--- src/sv/mlo_pkg.sv ---
// ----------------------------------------------------------------------------
// mlo_pkg
// Types and helpers shared by the mipmap layout offset calculator.
// ----------------------------------------------------------------------------
package mlo_pkg;

  localparam int unsigned CfgIdxW  = 3;
  localparam int unsigned CfgDataW = 13;

  // largest base width and height; the field widths below are sized for it
  localparam int unsigned MaxDim   = 4096;

  typedef enum logic [CfgIdxW-1:0] {
    REG_TARGET_MODE  = 3'd0,
    REG_COMPRESSED   = 3'd1,
    REG_BASE_WIDTH   = 3'd2,
    REG_BASE_HEIGHT  = 3'd3,
    REG_BASE_DEPTH   = 3'd4,
    REG_FINAL_LEVEL  = 3'd5,
    REG_BLOCK_BYTES  = 3'd6,
    REG_BLOCK_DIM    = 3'd7
  } cfg_reg_e;

  localparam logic [1:0] TARGET_CUBE   = 2'd1;
  localparam logic [1:0] TARGET_VOLUME = 2'd2;
  localparam logic [3:0] CUBE_FACES    = 4'd6;

  typedef struct packed {
    logic [3:0]  query_level;
    logic [10:0] image_index;
  } query_t;

  typedef struct packed {
    logic [31:0] byte_offset;
    logic [12:0] level_width;
    logic [12:0] level_height;
    logic [11:0] level_depth;
    logic [12:0] level_blocks_x;
    logic [12:0] level_blocks_y;
    logic [16:0] row_stride_bytes;
    logic [15:0] total_block_rows;
    logic        query_error;
  } result_t;

  // static texture description seen by every cell
  typedef struct packed {
    logic       packed_mode;   // cube or volume
    logic       volume;
    logic       compressed;
    logic [1:0] blk_sh;
    logic [3:0] last;
  } cell_cfg_t;

  // state handed from cell to cell
  typedef struct packed {
    logic [12:0] w;
    logic [12:0] h;
    logic [11:0] d;
    logic [12:0] pxp;
    logic [12:0] pyp;
    logic [3:0]  n;
    logic [31:0] total;
    logic [13:0] x;
    logic [16:0] y;
    logic [3:0]  qlvl;
    logic [10:0] idx;
    logic        found;
    logic        err;
    logic [12:0] qw;
    logic [12:0] qh;
    logic [11:0] qd;
    logic [12:0] qbx;
    logic [12:0] qby;
    logic [31:0] rbase;
    logic [10:0] ridx;
    logic [12:0] rpitch;
    logic [12:0] cidx;
    logic [12:0] cpitch;
    logic [19:0] stride;
    logic [4:0]  bb;
  } wave_t;

  function automatic logic [12:0] mini13(input logic [12:0] v);
    mini13 = (v[12:1] != '0) ? {1'b0, v[12:1]} : 13'd1;
  endfunction

  function automatic logic [12:0] blocks13(input logic [12:0] v, input logic [1:0] sh);
    logic [13:0] s;
    s = {1'b0, v} + ((14'd1 << sh) - 14'd1);
    blocks13 = 13'(s >> sh);
  endfunction

endpackage

--- src/sv/mlo_final.sv ---
// ----------------------------------------------------------------------------
// mlo_final
// Turn the captured row and column counts into a byte offset over two stages
// and pack the result item.
// ----------------------------------------------------------------------------
module mlo_final import mlo_pkg::*; (
  input  logic    clk_i,
  input  logic    rst_ni,
  input  logic    valid_i,
  input  wave_t   wave_i,
  output logic    busy_o,
  output logic    done_o,
  output result_t result_o
);

  logic        a_valid_q, b_valid_q;
  wave_t       a_wave_q;
  logic [31:0] a_rows_q;
  logic [25:0] a_cols_q;
  logic [31:0] offset_d;
  logic        err;
  result_t     res_q, res_d;

  always_ff @(posedge clk_i) begin
    if (valid_i) begin
      a_wave_q <= wave_i;
      a_rows_q <= wave_i.rbase + {8'd0, 24'(wave_i.ridx) * 24'(wave_i.rpitch)};
      a_cols_q <= wave_i.cidx * wave_i.cpitch;
    end
    if (a_valid_q) res_q <= res_d;
  end

  always_comb begin
    err      = a_wave_q.err || !a_wave_q.found;
    offset_d = 32'(a_rows_q * {12'd0, a_wave_q.stride}) + {1'b0, a_cols_q * a_wave_q.bb};
    res_d.row_stride_bytes = a_wave_q.stride[16:0];
    res_d.total_block_rows = a_wave_q.total[15:0];
    res_d.query_error      = err;
    if (err) begin
      res_d.byte_offset    = '0;
      res_d.level_width    = '0;
      res_d.level_height   = '0;
      res_d.level_depth    = '0;
      res_d.level_blocks_x = '0;
      res_d.level_blocks_y = '0;
    end else begin
      res_d.byte_offset    = offset_d;
      res_d.level_width    = a_wave_q.qw;
      res_d.level_height   = a_wave_q.qh;
      res_d.level_depth    = a_wave_q.qd;
      res_d.level_blocks_x = a_wave_q.qbx;
      res_d.level_blocks_y = a_wave_q.qby;
    end
  end

  always_ff @(posedge clk_i or negedge rst_ni) begin
    if (!rst_ni) begin
      a_valid_q <= 1'b0;
      b_valid_q <= 1'b0;
    end else begin
      a_valid_q <= valid_i;
      b_valid_q <= a_valid_q;
    end
  end

  assign busy_o   = a_valid_q || b_valid_q;
  assign done_o   = b_valid_q;
  assign result_o = res_q;

  assert property (@(posedge clk_i) disable iff (!rst_ni)
    done_o && result_o.query_error |-> result_o.byte_offset == '0)
    else $error("flagged item carries an offset");
  assert property (@(posedge clk_i) disable iff (!rst_ni)
    valid_i |=> ##1 done_o)
    else $error("offset stage lost an item");
  assert property (@(posedge clk_i) disable iff (!rst_ni)
    !(a_valid_q && b_valid_q))
    else $error("two items in the offset stages");

endmodule

--- config.mk ---
export PLATFORM = sky130hd
export DESIGN_NAME = mlo_final
export DESIGN_NICKNAME = d
export VERILOG_FILES = /design/src/sv/mlo_pkg.sv /design/src/sv/mlo_final.sv
export SDC_FILE = /design/constraint.sdc
export NUM_CORES = 2
export LEC_CHECK = 0
export ABC_AREA = 1
export BUFFER_PORTS_ARGS = -buffer_cell sky130_fd_sc_hd__buf_4
export CAP_MARGIN = 10
export CORE_ASPECT_RATIO = 0.75
export CORE_MARGIN = 2
export CORE_UTILIZATION = 55
export DETAILED_ROUTE_END_ITERATION = 7
export PLACE_DENSITY = 0.76
export REMOVE_ABC_BUFFERS = 1
export SETUP_SLACK_MARGIN = 0.02
export SYNTH_ARGS = -nofsm -noshare
export SYNTH_HDL_FRONTEND = slang
export SYNTH_SLANG_ARGS = --single-unit
--- constraint.sdc ---
create_clock -name clk_i -period 9.9 [get_ports clk_i]
set_clock_uncertainty 0.05 [all_clocks]
set_input_delay 0.495 -clock clk_i [delete_from_list [all_inputs] [get_ports clk_i]]
set_output_delay 0.495 -clock clk_i [all_outputs]
set_load 0.01 [all_outputs]
After elaboration in Yosys (flattened, before gate mapping)
Index checks and enable logic that the tools add are counted.
{"block": "word_totals", "reg_bits": 297, "word_cells": 32, "in_bits": 322}
{"block": "classes", "reduce_logical": 3, "addsub": 2, "n_mul": 4}
{"operator": "$add A32 B24 Y32", "n": 1}
{"operator": "$add A32 B26 Y32", "n": 1}
{"operator": "$mul A32 B20 Y32", "n": 1}
{"operator": "$mul A13 B13 Y26", "n": 1}
{"operator": "$mul A26 B5 Y26", "n": 1}
{"operator": "$mul A11 B13 Y24", "n": 1}
{"operator": "$logic_or A1 B1 Y1", "n": 2}
{"operator": "$logic_not A1 Y1", "n": 1}

Logic depth before layout (Yosys ltp)
{"block": "depth", "depth_word": 2, "depth_mapped": 41}

Worst setup path after synthesis
OpenSTA, ideal clock, no wires.
{"block": "synth_path", "kind": "register to register", "from": "reg a_wave_q[2] (netlist bit)", "to": "reg res_q (netlist bit result_o[124]) (data pin)", "arrival_ns": 8.024, "t_required_ns": 9.597, "path_slack_ns": 1.574, "path_stages_with_launch": 40, "period_less_slack_ns": 8.326, "setup_ns": 0.253, "n_path_buf": 1, "cell_sequence": "edfxtp_1 clkbuf_1 nand2_1 fa_1 fa_1 fa_1 inv_1 ha_1 a21oi_1 o21ai_1 nor2_2 o21bai_4 a21oi_2 o21ai_2 nand2_1 nand2_1 nand2_1 nand2_1 [... 4 more ...] fa_1 inv_1 fa_1 fa_1 inv_1 fa_1 inv_1 ha_1 nand2_1 nor2_1 nand2_1 o21a_1 o21bai_2 nand2_1 nand2_1 nand2_1 nand2_1 nor2_1"}
{"block": "synth_via", "elab_chain_cells": 2}
{"element": "start: declaration", "line": "mlo_final.sv:17", "rtl": "wave_t a_wave_q;"}
{"element": "start signal: assignment", "line": "mlo_final.sv:26", "rtl": "a_wave_q <= wave_i;"}
{"element": "$mul A26 B5 Y26", "line": "mlo_final.sv:35", "rtl": "offset_d = 32'(a_rows_q * {12'd0, a_wave_q.stride}) + {1'b0, a_cols_q * a_wave_q.bb};"}
{"element": "$add A32 B26 Y32", "line": "mlo_final.sv:35"}
{"element": "end signal: assignment", "line": "mlo_final.sv:30", "rtl": "if (a_valid_q) res_q <= res_d;"}
{"element": "end: declaration", "line": "mlo_final.sv:22", "rtl": "result_t res_q, res_d;"}
Every way passes these cells.
A chain may end at the register's enable or synchronous reset.

Worst setup path after layout
{"block": "layout_path", "from": "reg a_wave_q[2] (netlist bit)", "to": "reg res_q (netlist bit result_o[129]) (data pin)"}
The elaborated chain is that of the path after synthesis.

==> flow_metrics.py <==
metrics = {
    "routing": {
        "dr.pass1.iters": 5,
        "routedWlPerCell_um": 15.9,
        "viasPerCell": 5.06,
        "ant_nets": 0,
        "routed_wirelength_mm": 89.4,
        "drt_iter0_drc": 1744,
        "via_count": 28500,
        "drc_errors": 0,
    },
    "layout": {
        "n_antenna_cell": 0,
        "num-nets-final": 5914,
        "final_cell_mix": "inv_1, nand2_1, fa_1, buf_4, edfxtp_1",
        "final_cell_count_no_fill": 5626,
        "drive_gt1_frac": 0.0934,
        "final_common_cell": "inv_1",
        "syn2layout_area_growth_pct": 10.9,
        "stdcell_area_mm2": 0.0433,
    },
    "min_path": {
        "hold_path.class": "primary input to register",
        "worstHoldEndpoint": "a_wave_q[13]",
        "worstHoldPathCells": 1,
        "min_from": "wave_i[13]",
    },
    "yosys": {
        "syn-instance-count": 4436,
        "ys_ff_latch": 297,
        "synth-async-reset-ratio": 0.00673,
        "yosys_most_used_dff": "edfxtp_1",
        "synth_area_mm2": 0.0390,
        "yosys.area.top_type": "fa_1",
        "syn_area_per_cell_um2": 8.80,
        "synthTopCellsByArea": "fa_1, edfxtp_1, inv_1",
        "synth-edff-count": 295,
        "yosysTopAreaCellShare": 0.352,
        "ys.warnings.count": 0,
        "ys_seq_area_frac": 0.228,
        "ys_types": 46,
    },
    "die": {
        "ios": 454,
        "num_rows": 84,
        "start_util": 0.557,
        "core_mm2": 0.0701,
        "die_w_um": 312,
        "dieHeight_um": 235,
        "die-area_mm2": 0.0731,
    },
    "global_route": {
        "grt_use_total": 0.253,
        "grt_overflow_total": 0,
        "grt_max_degree": 78,
        "grt_pass1_wl_mm": 150,
        "antenna_found_initial": 0,
        "first_global_vias": 29700,
    },
    "clocking": {
        "h-tree-depth": 2,
        "insertion_delay_ns": 0.56,
        "numCtsBuffers": 34,
        "root_buffer": "clkbuf_16",
        "cts.sinks": 297,
        "clk_pin_slew_ns": 0.06,
        "tritoncts": "done",
        "clockBufferDepth": 3,
        "cts_resized": 0,
    },
    "sta": {
        "finalCritPeriodShare": 0.943,
        "rsz0062_at_grt": "false",
        "final.min_clock_period_ns": 9.33,
        "slew_violations": 0,
        "finalSetupTns_ns": 0,
        "relSlewSlack": 0.229,
        "final_hold_viol_count": 0,
        "fmax_ghz": 0.107,
        "worst_pin_slew_ns": 1.16,
        "setup_viol": 0,
    },
    "critical_path": {
        "crit_type": "register to register",
        "cp.arrival_ns": 9.60,
        "crit_path_end_kind": "register",
        "reg2reg_depth": 33,
        "path_common_cell": "fa_1",
        "r2r_end": "result_o[129]",
        "r2r_slack_ns": 0.57,
        "crit_path_max_fanout": 13,
        "crit_path_top_delay_cell": "edfxtp_1",
        "critPathRequiredTime_ns": 10.17,
        "startpoint_type": "register",
        "reg2reg_from": "a_wave_q[2]",
        "cpPeakStageDelay_ns": 0.72,
    },
    "placed_design": {
        "placed_cells": 5560,
        "io_buffer_count": 323,
        "dpl_cell_area_mm2": 0.0421,
        "dp_hpwl_mm": 72.8,
        "place_congestion": 0.915,
    },
    "status": {
        "status": "complete, no violations",
    },
    "run": {
        "drv_cap": 0,
    },
}
-- worst max-delay path: cells and delay by family, from the launching register on --
| kind | cells | cell delay [ns] |
|---|---|---|
| flip-flops | 1 | 0.72 |
| buffers and inverters | 6 | 0.35 |
| AO/OA/AOI/OAI | 8 | 1.73 |
| adder cells (fa/ha/maj) | 11 | 5.16 |
| AND/OR/NAND/NOR | 7 | 0.89 |
| XOR/XNOR | 1 | 0.18 |
-- sequential cells by signal, indices dropped and copies added (netlist names) --
register   flops
a_valid_q      1
a_rows_q      32
done_o         1
a_cols_q      26
result_o     130
a_wave_q     107
-- layout make-up --
type | count | area [µm²]
fill | 5934 | 26800
multi-input combinational | 2694 | 24700
sequential | 297 | 8910
inverter | 1283 | 4820
timing repair buffer | 346 | 2610
tap | 946 | 1180
clock buffer | 39 | 870
clock inverter | 21 | 233
-- worst max path at each step --
stage,to,slack (ns),startpoint
after floorplan,result_o[124],1.54,a_wave_q[2]
after global placement,result_o[129],0.62,a_wave_q[3]
after detailed placement,result_o[124],0.42,a_wave_q[2]
after CTS,result_o[124],0.39,a_wave_q[2]
after global routing,result_o[122],0.05,a_wave_q[2]
final,result_o[129],0.57,a_wave_q[2]
-- cell usage after synthesis (11+ instances only) --
master / number
o21ai_2: 11
xor2_1: 45
inv_1: 1280
clkbuf_1: 134
nor3_1: 17
fa_1: 686
a21oi_1: 125
nand3_1: 63
o21ai_0: 63
buf_2: 15
xnor2_1: 29
edfxtp_1: 295
o21a_1: 12
nand2_1: 1143
nor2_1: 154
nand4_1: 16
ha_1: 250
-- repair_timing --
action / in CTS / in global routing
hold buffers: 1 / 0
setup buffers: 0 / 5
endpoints found under the hold margin: 2 / 0
endpoints found under the setup margin: 0 / 10
-- stage by stage --
stage / util / worst slack, ns / hold slack (ns)
2_1_floorplan: - / 1.54 / 0.149
3_3_place_gp: 0.601 / 0.617 / 0.229
3_5_place_dp: 0.601 / 0.424 / 0.230
4_1_cts: 0.617 / 0.391 / 0.0199
5_1_grt: 0.617 / 0.0486 / 0.0297
6_report: 0.617 / 0.566 / 0.0496
-- cell families after synthesis --
family                     Yosys count  share of synthesized area
DFF                                297                      0.228
and+or+nand+nor                   1418                      0.142
AOI/OAI and AO/OA                  266                     0.0412
adders and majority gates          936                      0.432
xor gates and xnor gates            74                     0.0166
buffers and inverters             1445                      0.140
-- layer usage --
layer | vias up | track usage | routed length [µm]
met4 | 0 | 0.0546 | 1540
met2 | 917 | 0.408 | 41500
met1 | 14100 | 0.357 | 39400
li1 | 13400 | - | -
met5 | - | 0 | 0
met3 | 107 | 0.0499 | 6980
Power is not shown: default switching activity piles up to over one toggle a cycle in this logic, so the estimate is an artifact.
