`config.mk`:
```
export PLATFORM = sky130hd
export DESIGN_NAME = mlo_cell
export DESIGN_NICKNAME = d
export VERILOG_FILES = /design/src/sv/mlo_pkg.sv /design/src/sv/mlo_cell.sv
export SDC_FILE = /design/constraint.sdc
export NUM_CORES = 1
export LEC_CHECK = 0
export BUFFER_PORTS_ARGS = -buffer_cell sky130_fd_sc_hd__buf_2
export CAP_MARGIN = 10
export CORE_ASPECT_RATIO = 0.9
export CORE_UTILIZATION = 30
export CTS_BUF_LIST = sky130_fd_sc_hd__clkbuf_2
export DETAILED_ROUTE_END_ITERATION = 6
export HOLD_SLACK_MARGIN = 0.03
export PLACE_DENSITY_LB_ADDON = 0.1
export REMOVE_ABC_BUFFERS = 1
export SYNTH_ARGS = -nofsm -noshare
export SYNTH_HDL_FRONTEND = slang
export SYNTH_SLANG_ARGS = --single-unit
```
`constraint.sdc`:
```
create_clock -name clk_i -period 0.8 [get_ports clk_i]
set_input_delay 0.04 -clock clk_i [delete_from_list [all_inputs] [get_ports clk_i]]
set_output_delay 0.04 -clock clk_i [all_outputs]
set_load 0.01 [all_outputs]
```
`src/sv/mlo_pkg.sv`:
```
// ----------------------------------------------------------------------------
// mlo_pkg
// Types and helpers shared by the mipmap layout offset calculator.
// ----------------------------------------------------------------------------
package mlo_pkg;

  localparam int unsigned CfgIdxW  = 3;
  localparam int unsigned CfgDataW = 13;

  // largest base width and height; the field widths below are sized for it
  localparam int unsigned MaxDim   = 4096;

  typedef enum logic [CfgIdxW-1:0] {
    REG_TARGET_MODE  = 3'd0,
    REG_COMPRESSED   = 3'd1,
    REG_BASE_WIDTH   = 3'd2,
    REG_BASE_HEIGHT  = 3'd3,
    REG_BASE_DEPTH   = 3'd4,
    REG_FINAL_LEVEL  = 3'd5,
    REG_BLOCK_BYTES  = 3'd6,
    REG_BLOCK_DIM    = 3'd7
  } cfg_reg_e;

  localparam logic [1:0] TARGET_CUBE   = 2'd1;
  localparam logic [1:0] TARGET_VOLUME = 2'd2;
  localparam logic [3:0] CUBE_FACES    = 4'd6;

  typedef struct packed {
    logic [3:0]  query_level;
    logic [10:0] image_index;
  } query_t;

  typedef struct packed {
    logic [31:0] byte_offset;
    logic [12:0] level_width;
    logic [12:0] level_height;
    logic [11:0] level_depth;
    logic [12:0] level_blocks_x;
    logic [12:0] level_blocks_y;
    logic [16:0] row_stride_bytes;
    logic [15:0] total_block_rows;
    logic        query_error;
  } result_t;

  // static texture description seen by every cell
  typedef struct packed {
    logic       packed_mode;   // cube or volume
    logic       volume;
    logic       compressed;
    logic [1:0] blk_sh;
    logic [3:0] last;
  } cell_cfg_t;

  // state handed from cell to cell
  typedef struct packed {
    logic [12:0] w;
    logic [12:0] h;
    logic [11:0] d;
    logic [12:0] pxp;
    logic [12:0] pyp;
    logic [3:0]  n;
    logic [31:0] total;
    logic [13:0] x;
    logic [16:0] y;
    logic [3:0]  qlvl;
    logic [10:0] idx;
    logic        found;
    logic        err;
    logic [12:0] qw;
    logic [12:0] qh;
    logic [11:0] qd;
    logic [12:0] qbx;
    logic [12:0] qby;
    logic [31:0] rbase;
    logic [10:0] ridx;
    logic [12:0] rpitch;
    logic [12:0] cidx;
    logic [12:0] cpitch;
    logic [19:0] stride;
    logic [4:0]  bb;
  } wave_t;

  function automatic logic [12:0] mini13(input logic [12:0] v);
    mini13 = (v[12:1] != '0) ? {1'b0, v[12:1]} : 13'd1;
  endfunction

  function automatic logic [12:0] blocks13(input logic [12:0] v, input logic [1:0] sh);
    logic [13:0] s;
    s = {1'b0, v} + ((14'd1 << sh) - 14'd1);
    blocks13 = 13'(s >> sh);
  endfunction

endpackage

```
`src/sv/mlo_cell.sv`:
```
// ----------------------------------------------------------------------------
// mlo_cell
// One mip level of the layout walk: place the level, capture the query hit,
// minify and hand the state on to the next level.
// ----------------------------------------------------------------------------
module mlo_cell import mlo_pkg::*; #(
  parameter int unsigned LEVEL = 0
) (
  input  logic      clk_i,
  input  logic      rst_ni,
  input  cell_cfg_t cfg_i,
  input  logic      valid_i,
  input  wave_t     wave_i,
  output logic      valid_o,
  output wave_t     wave_o
);

  localparam logic [3:0] Lvl = 4'(LEVEL);

  logic        valid_q;
  wave_t       wave_q, wave_d;
  logic        hit, active;
  logic [12:0] nbx, nbyr, nby, wn, hn, aw;
  logic [11:0] dn, nr;
  logic [12:0] mask13, ncols;
  logic [16:0] ybot;
  logic [13:0] xadd;
  logic [25:0] rows_add;

  always_comb begin
    wave_d   = wave_i;
    active   = (Lvl <= cfg_i.last);
    hit      = active && (wave_i.qlvl == Lvl);
    nbx      = blocks13(wave_i.w, cfg_i.blk_sh);
    nbyr     = blocks13(wave_i.h, cfg_i.blk_sh);
    nby      = 13'(({1'b0, nbyr} + 14'd3) & ~14'd3);
    wn       = mini13(wave_i.w);
    hn       = mini13(wave_i.h);
    dn       = (wave_i.d[11:1] != '0) ? {1'b0, wave_i.d[11:1]} : 12'd1;
    aw       = 13'(({1'b0, wn} + 14'd3) & ~14'd3);
    nr       = cfg_i.volume ? wave_i.d : {8'd0, CUBE_FACES};
    mask13   = (13'd1 << wave_i.n) - 13'd1;
    ncols    = 13'(({1'b0, nr} + mask13) >> wave_i.n);
    rows_add = ncols * wave_i.pyp;
    ybot     = wave_i.y + {4'd0, nby};
    xadd     = 14'(({1'b0, nbx} + 14'd1) & ~14'd1);
    if (active) begin
      if (cfg_i.packed_mode) begin
        if (hit) begin
          wave_d.found = 1'b1;
          wave_d.qw    = wave_i.w;
          wave_d.qh    = wave_i.h;
          wave_d.qd    = wave_i.d;
          wave_d.qbx   = nbx;
          wave_d.qby   = nbyr;
          if ({1'b0, wave_i.idx} < nr) begin
            wave_d.rbase  = wave_i.total;
            wave_d.ridx   = wave_i.idx >> wave_i.n;
            wave_d.rpitch = wave_i.pyp;
            wave_d.cidx   = {2'd0, wave_i.idx & mask13[10:0]};
            wave_d.cpitch = wave_i.pxp;
          end else begin
            wave_d.err = 1'b1;
          end
        end
        wave_d.total = wave_i.total + {6'd0, rows_add};
        if (cfg_i.compressed) begin
          wave_d.pyp = 13'(({1'b0, hn} + 14'd3) >> 2);
          if (wave_i.pxp > aw) begin
            wave_d.pxp = aw;
            wave_d.n   = wave_i.n + 4'd1;
          end
        end else begin
          if (wave_i.pxp > 13'd4) begin
            wave_d.pxp = wave_i.pxp >> 1;
            wave_d.n   = wave_i.n + 4'd1;
          end
          if (wave_i.pyp > 13'd2) begin
            wave_d.pyp = ((wave_i.pyp >> 1) + 13'd1) & ~13'd1;
          end
        end
      end else begin
        if (hit) begin
          wave_d.found = 1'b1;
          wave_d.qw    = wave_i.w;
          wave_d.qh    = wave_i.h;
          wave_d.qd    = 12'd1;
          wave_d.qbx   = nbx;
          wave_d.qby   = nbyr;
          if (wave_i.idx == '0) begin
            wave_d.rbase  = {15'd0, wave_i.y};
            wave_d.ridx   = '0;
            wave_d.rpitch = '0;
            wave_d.cidx   = wave_i.x[12:0];
            wave_d.cpitch = 13'd1;
          end else begin
            wave_d.err = 1'b1;
          end
        end
        if ({15'd0, ybot} > wave_i.total) wave_d.total = {15'd0, ybot};
        if (Lvl == 4'd1) wave_d.x = wave_i.x + xadd;
        else             wave_d.y = ybot;
      end
      wave_d.w = wn;
      wave_d.h = hn;
      wave_d.d = dn;
    end
  end

  always_ff @(posedge clk_i or negedge rst_ni) begin
    if (!rst_ni) begin
      valid_q <= 1'b0;
    end else begin
      valid_q <= valid_i;
    end
  end

  always_ff @(posedge clk_i) begin
    if (valid_i) wave_q <= wave_d;
  end

  assign valid_o = valid_q;
  assign wave_o  = wave_q;

endmodule

```
After elaboration in Yosys (flattened, before gate mapping). Cells that the tools add are included. Widths: inputs -> output; s select.

Div/mod/pow operators: 0. Add/subtract/negate cells: 12. Multiplexer cells: 24. Multipliers: 1. Bitwise logic cells: 1. Reduce and logical (&&, ||, !) cells: 6. $lt $le $gt $ge: 6. Equality and inequality tests: 0. Shift operators: 6.

Operator list (number): $mux 148 (4); $mux 82 (2); $mux 100 (1); $mux 32 (2); $mux 30 (2); $mux 13 (3); $mux 12 (3); $mux 17 (2); $add 32x26->32 (1); $gt 17x32->1 (1); $add 13x14->14 (2); $shr 14x2->13 (2); $add 12x2->13 const B (2); $mul 13x13->26 (1); $reduce_bool 12->1 (2); $add 17x13->17 (1); $shl 1x2->14 const A (1); $sub 14x1->14 const B (1); $add 12x1->13 const B (1); $add 12x13->13 (1); $add 13x2->13 const B (1); $gt 13x13->1 (1); $gt 13x2->1 const B (1); $gt 13x3->1 const B (1); 15 further kinds (17).

Memories kept: 0. Bits in registers: 320. ROM bits: 0. Input port bits: 331. Word-level logic and storage cells: 82. Bits in latches: 0. Output and inout port bits: 320. Bits in writable memories: 0.

Longest topological paths before layout.
Depth in word-level cells: 10. Gate-level depth with buffers: 46. Mapped depth without buffers: 41.

Worst setup path before layout. No wires, ideal clock.

Path kind: input to register. From: input port wave_i[252] (netlist name). To: register wave_q (netlist bit wave_o[246]) (data pin). Data required time: 0.544 ns. Stages: 43. Path buffers: 4. Path slack: -9.439 ns. Library setup time: 0.256 ns. Data arrival time: 9.983 ns. Cell sequence: clkbuf_1 inv_1 buf_1 ha_1 clkbuf_1 nand2_1 ha_1 nand2b_1 nor2_1 o21ai_0 nand2_1 ha_1 o21ai_0 o21ai_0 a211oi_1 o31ai_1 mux2_2 nor3_1 (+7 left out) fa_1 inv_1 fa_1 inv_1 fa_1 inv_1 fa_1 inv_1 ha_1 clkbuf_1 a21oi_1 o21ai_0 a221oi_1 a211oi_1 o2111ai_1 a31oi_1 or3_1 a31o_2.

RTL lines: start: declaration (line mlo_cell.sv:13) `input wave_t wave_i,`; end signal: assignment (line mlo_cell.sv:119) `if (valid_i) wave_q <= wave_d;`; end: declaration (line mlo_cell.sv:21) `wave_t wave_q, wave_d;`.

==> results.cfg <==
[detailed_routing]
routed.top_layer = met5
drc = 26
drtIter0Drc = 1746
wl_per_cell_um = 20.18
wl_met2_um = 59250
drtPass1Iterations = 7
viasPerCell = 4.882
ant_nets = 0
route.met3.wl_um = 6822
wl_met1_um = 53450
vias = 29970
finalWirelength_um = 123900

[logic_synthesis]
yosys.area.top_type = edfxtp_1
async_flop_share_pct = 0.3155
yosysWarnings = 0
yosysMostFrequentCell = nand2_1
yosys_most_used_dff = edfxtp_1
synth_seq_cells = 317
yosysTopAreaCellShare_pct = 35.75
synthTopCellsByCount = 500 x nand2_1, 316 x edfxtp_1, 285 x inv_1
synth_edf_count = 316
ys_seq_area_share_pct = 35.84
synth_area_leaders = edfxtp_1 36%, fa_1 11%, ha_1 8.5%
synth.avg_cell_area_um2 = 9.333
synthCells = 2844
synth_area_mm2 = 0.02654
synth.distinct_cells = 83

[power_and_ir_drop]
ir_drop_v = 0.004468
combinationalPowerShare_pct = 76.1
p_per_area_mw_per_mm2 = 2935
totalPowerFinal_mw = 144.7
p_sw_mw = 62.73
switching_share_pct = 43.34
seq_power_share_pct = 15.1
power_leakage_nw = 22.78
clkPwrFrac_pct = 8.8
internal-power_mw = 82.02

[timing]
hold_viol_final = 96
hold_ws_ns = -0.6583
period_needed_ns = 8.009
slew_headroom_pct = 39.91
setup_ws_ns = -7.209
final_max_slew_viol_count = 0
clock.fmax_ghz = 0.1249
tightest_slew_ns = 0.8984
fin_crit_sh_pct = 1001
finalSetupViolations = 889
rsz0062_at_grt = true
setup_tns_ns = -834.15

[floorplan]
start_util_pct = 30.29
die_w_um = 315.5
rows = 103
design.die.area_mm2 = 0.08967
die_h_um = 284.2
ios = 651
core_mm2 = 0.08763

[clocking]
htreeDepth = 3
clock_sinks = 317
clock_path_buffers = 3
clockRootBuffer = clkbuf_2
cts.clk_slew.worst_paths_ns = 0.11
tritoncts = built
cts_buffers = 91

[worst_hold_path]
holdCritPathClass = in -> reg

[placement]
port_buffers = 643
hpwl_um = 86850
dpl_worst_slack_ns = -9.407
gp_congestion = 0.9167
place_inst = 5146

[outcome]
outcome = complete, but fails checks
violations = design-rule violations, negative hold slack, negative setup slack

[cells_and_area]
finalNetCount = 5570
area_growth_pct = 85.83
final_util_pct = 56.28
layoutNonFillerInstCount = 6139
layout-drive-gt1-share_pct = 44.23
fillers = 7857

[worst_setup_path]
crit_slowest_cell = fa_1
cp.required_ns = 1.63
crit_path_start_kind = primary input
critical_path_peak_fanout = 6
cp-end-kind = flop
critPathKind = in -> reg
slowest_delay_ns = 0.57
arrival_ns = 8.84
cp_common_cell = fa_1

[global_route]
grt_max_degree = 100
grt_pass1_wl_um = 179300
grt_overflow = 0
antenna_found_initial = 14
grt_pass1_vias = 30800
track_usage_pct = 25.93

[job]
maxCapViolCount = 0
## kinds of logic (layout without fill, tap and decap cells)
| kind of cell | Yosys count | after routing | synth area share, % |
|---|---|---|---|
| AOI/OAI and AO/OA | 480 | 480 | 11.79 |
| muxes | 99 | 99 | 4.356 |
| DFF | 317 | 317 | 35.84 |
| buffers and inverters | 477 | 2596 | 6.901 |
| xor gates and xnor gates | 107 | 107 | 3.531 |
| other | 1 | 21 | 0.01413 |
| adders and majority gates | 330 | 330 | 19.77 |
| and+or+nand+nor | 1033 | 1034 | 17.79 |
## final timing paths
check	startpoint	endpoint	slack, ns	cells after the start
worst max-delay path	wave_i[251]	wave_o[250]$_DFFE_PP_	-7.21	42
worst min-delay path	wave_i[219]	wave_o[219]$_DFFE_PP_	-0.66	4
max in group asynchronous	rst_ni	valid_o$_DFF_PN0_	0.40	4
min in group asynchronous	rst_ni	valid_o$_DFF_PN0_	0.29	4
## power by group through the flow
stage               sequential, mW  combinational, mW  clock [mW]
global placement              22.1               70.3           0
detailed placement            22.1               70.2           0
floorplan                     23.2               36.4           0
global route                  21.9                117        14.0
finish                        21.8                110        12.8
CTS                           21.8               98.1        13.3
## area by class of cell
type | count | area [um^2] | share of cell area (%)
repair buffers | 2152 | 17470 | 35.42
clock inverters | 27 | 156.4 | 0.3171
well taps | 1155 | 1445 | 2.930
diodes | 10 | 25.02 | 0.05073
multi-input cells | 2061 | 18950 | 38.42
inverters | 286 | 1109 | 2.248
clock buffers | 131 | 655.6 | 1.329
flip-flops and latches | 317 | 9514 | 19.29
## layer usage
metal | vias up | GRT usage [%]
met2 | 923 | 42.11
met5 | - | 0
met3 | 214 | 4.611
met1 | 14750 | 34.31
met4 | 4 | 9.505
li1 | 14080 | -
## sequential cells by signal, summed over array words and instances, names as in the netlist
register	flops
valid_o	1
wave_o	316
## worst max-delay path: cells and delay by family
kind,cells,cell delay [ns]
buf+inv,12,1.22
compound gates,13,2.21
fa+ha+maj,9,3.79
simple gates,6,1.38
xor+xnor,2,0.16
## cell usage in the layout (no fill, tap or decap), types with 47 or more instances in the layout
cell type / n
nand2_1: 455
fa_1: 119
buf_4: 662
mux2i_1: 55
edfxtp_1: 316
nor2_1: 109
dlygate4sd3_1: 681
inv_1: 236
clkbuf_2: 131
buf_6: 120
o21ai_0: 48
buf_2: 629
nand3_1: 101
o21ai_1: 47
ha_4: 50
ha_1: 125
a21oi_1: 51
## timing repair
action                     in CTS  in global routing
resized for setup             477                531
hold buffers                  679                 36
pin swaps                     238                255
setup buffers                  76                 89
hold endpoints to repair      634                203
cloned                          1                 13
setup endpoints to repair     509                865
## metrics by stage
step / hold WS (ns) / instance area (um^2)
5_1_grt: -0.7924 / 49320
3_5_place_dp: -0.1826 / 35960
2_1_floorplan: -0.2556 / 25820
4_1_cts: -0.7776 / 46210
6_report: -0.6583 / 49320
3_3_place_gp: -0.1835 / 35960
Note: power is estimated with default switching activity, not from simulation.
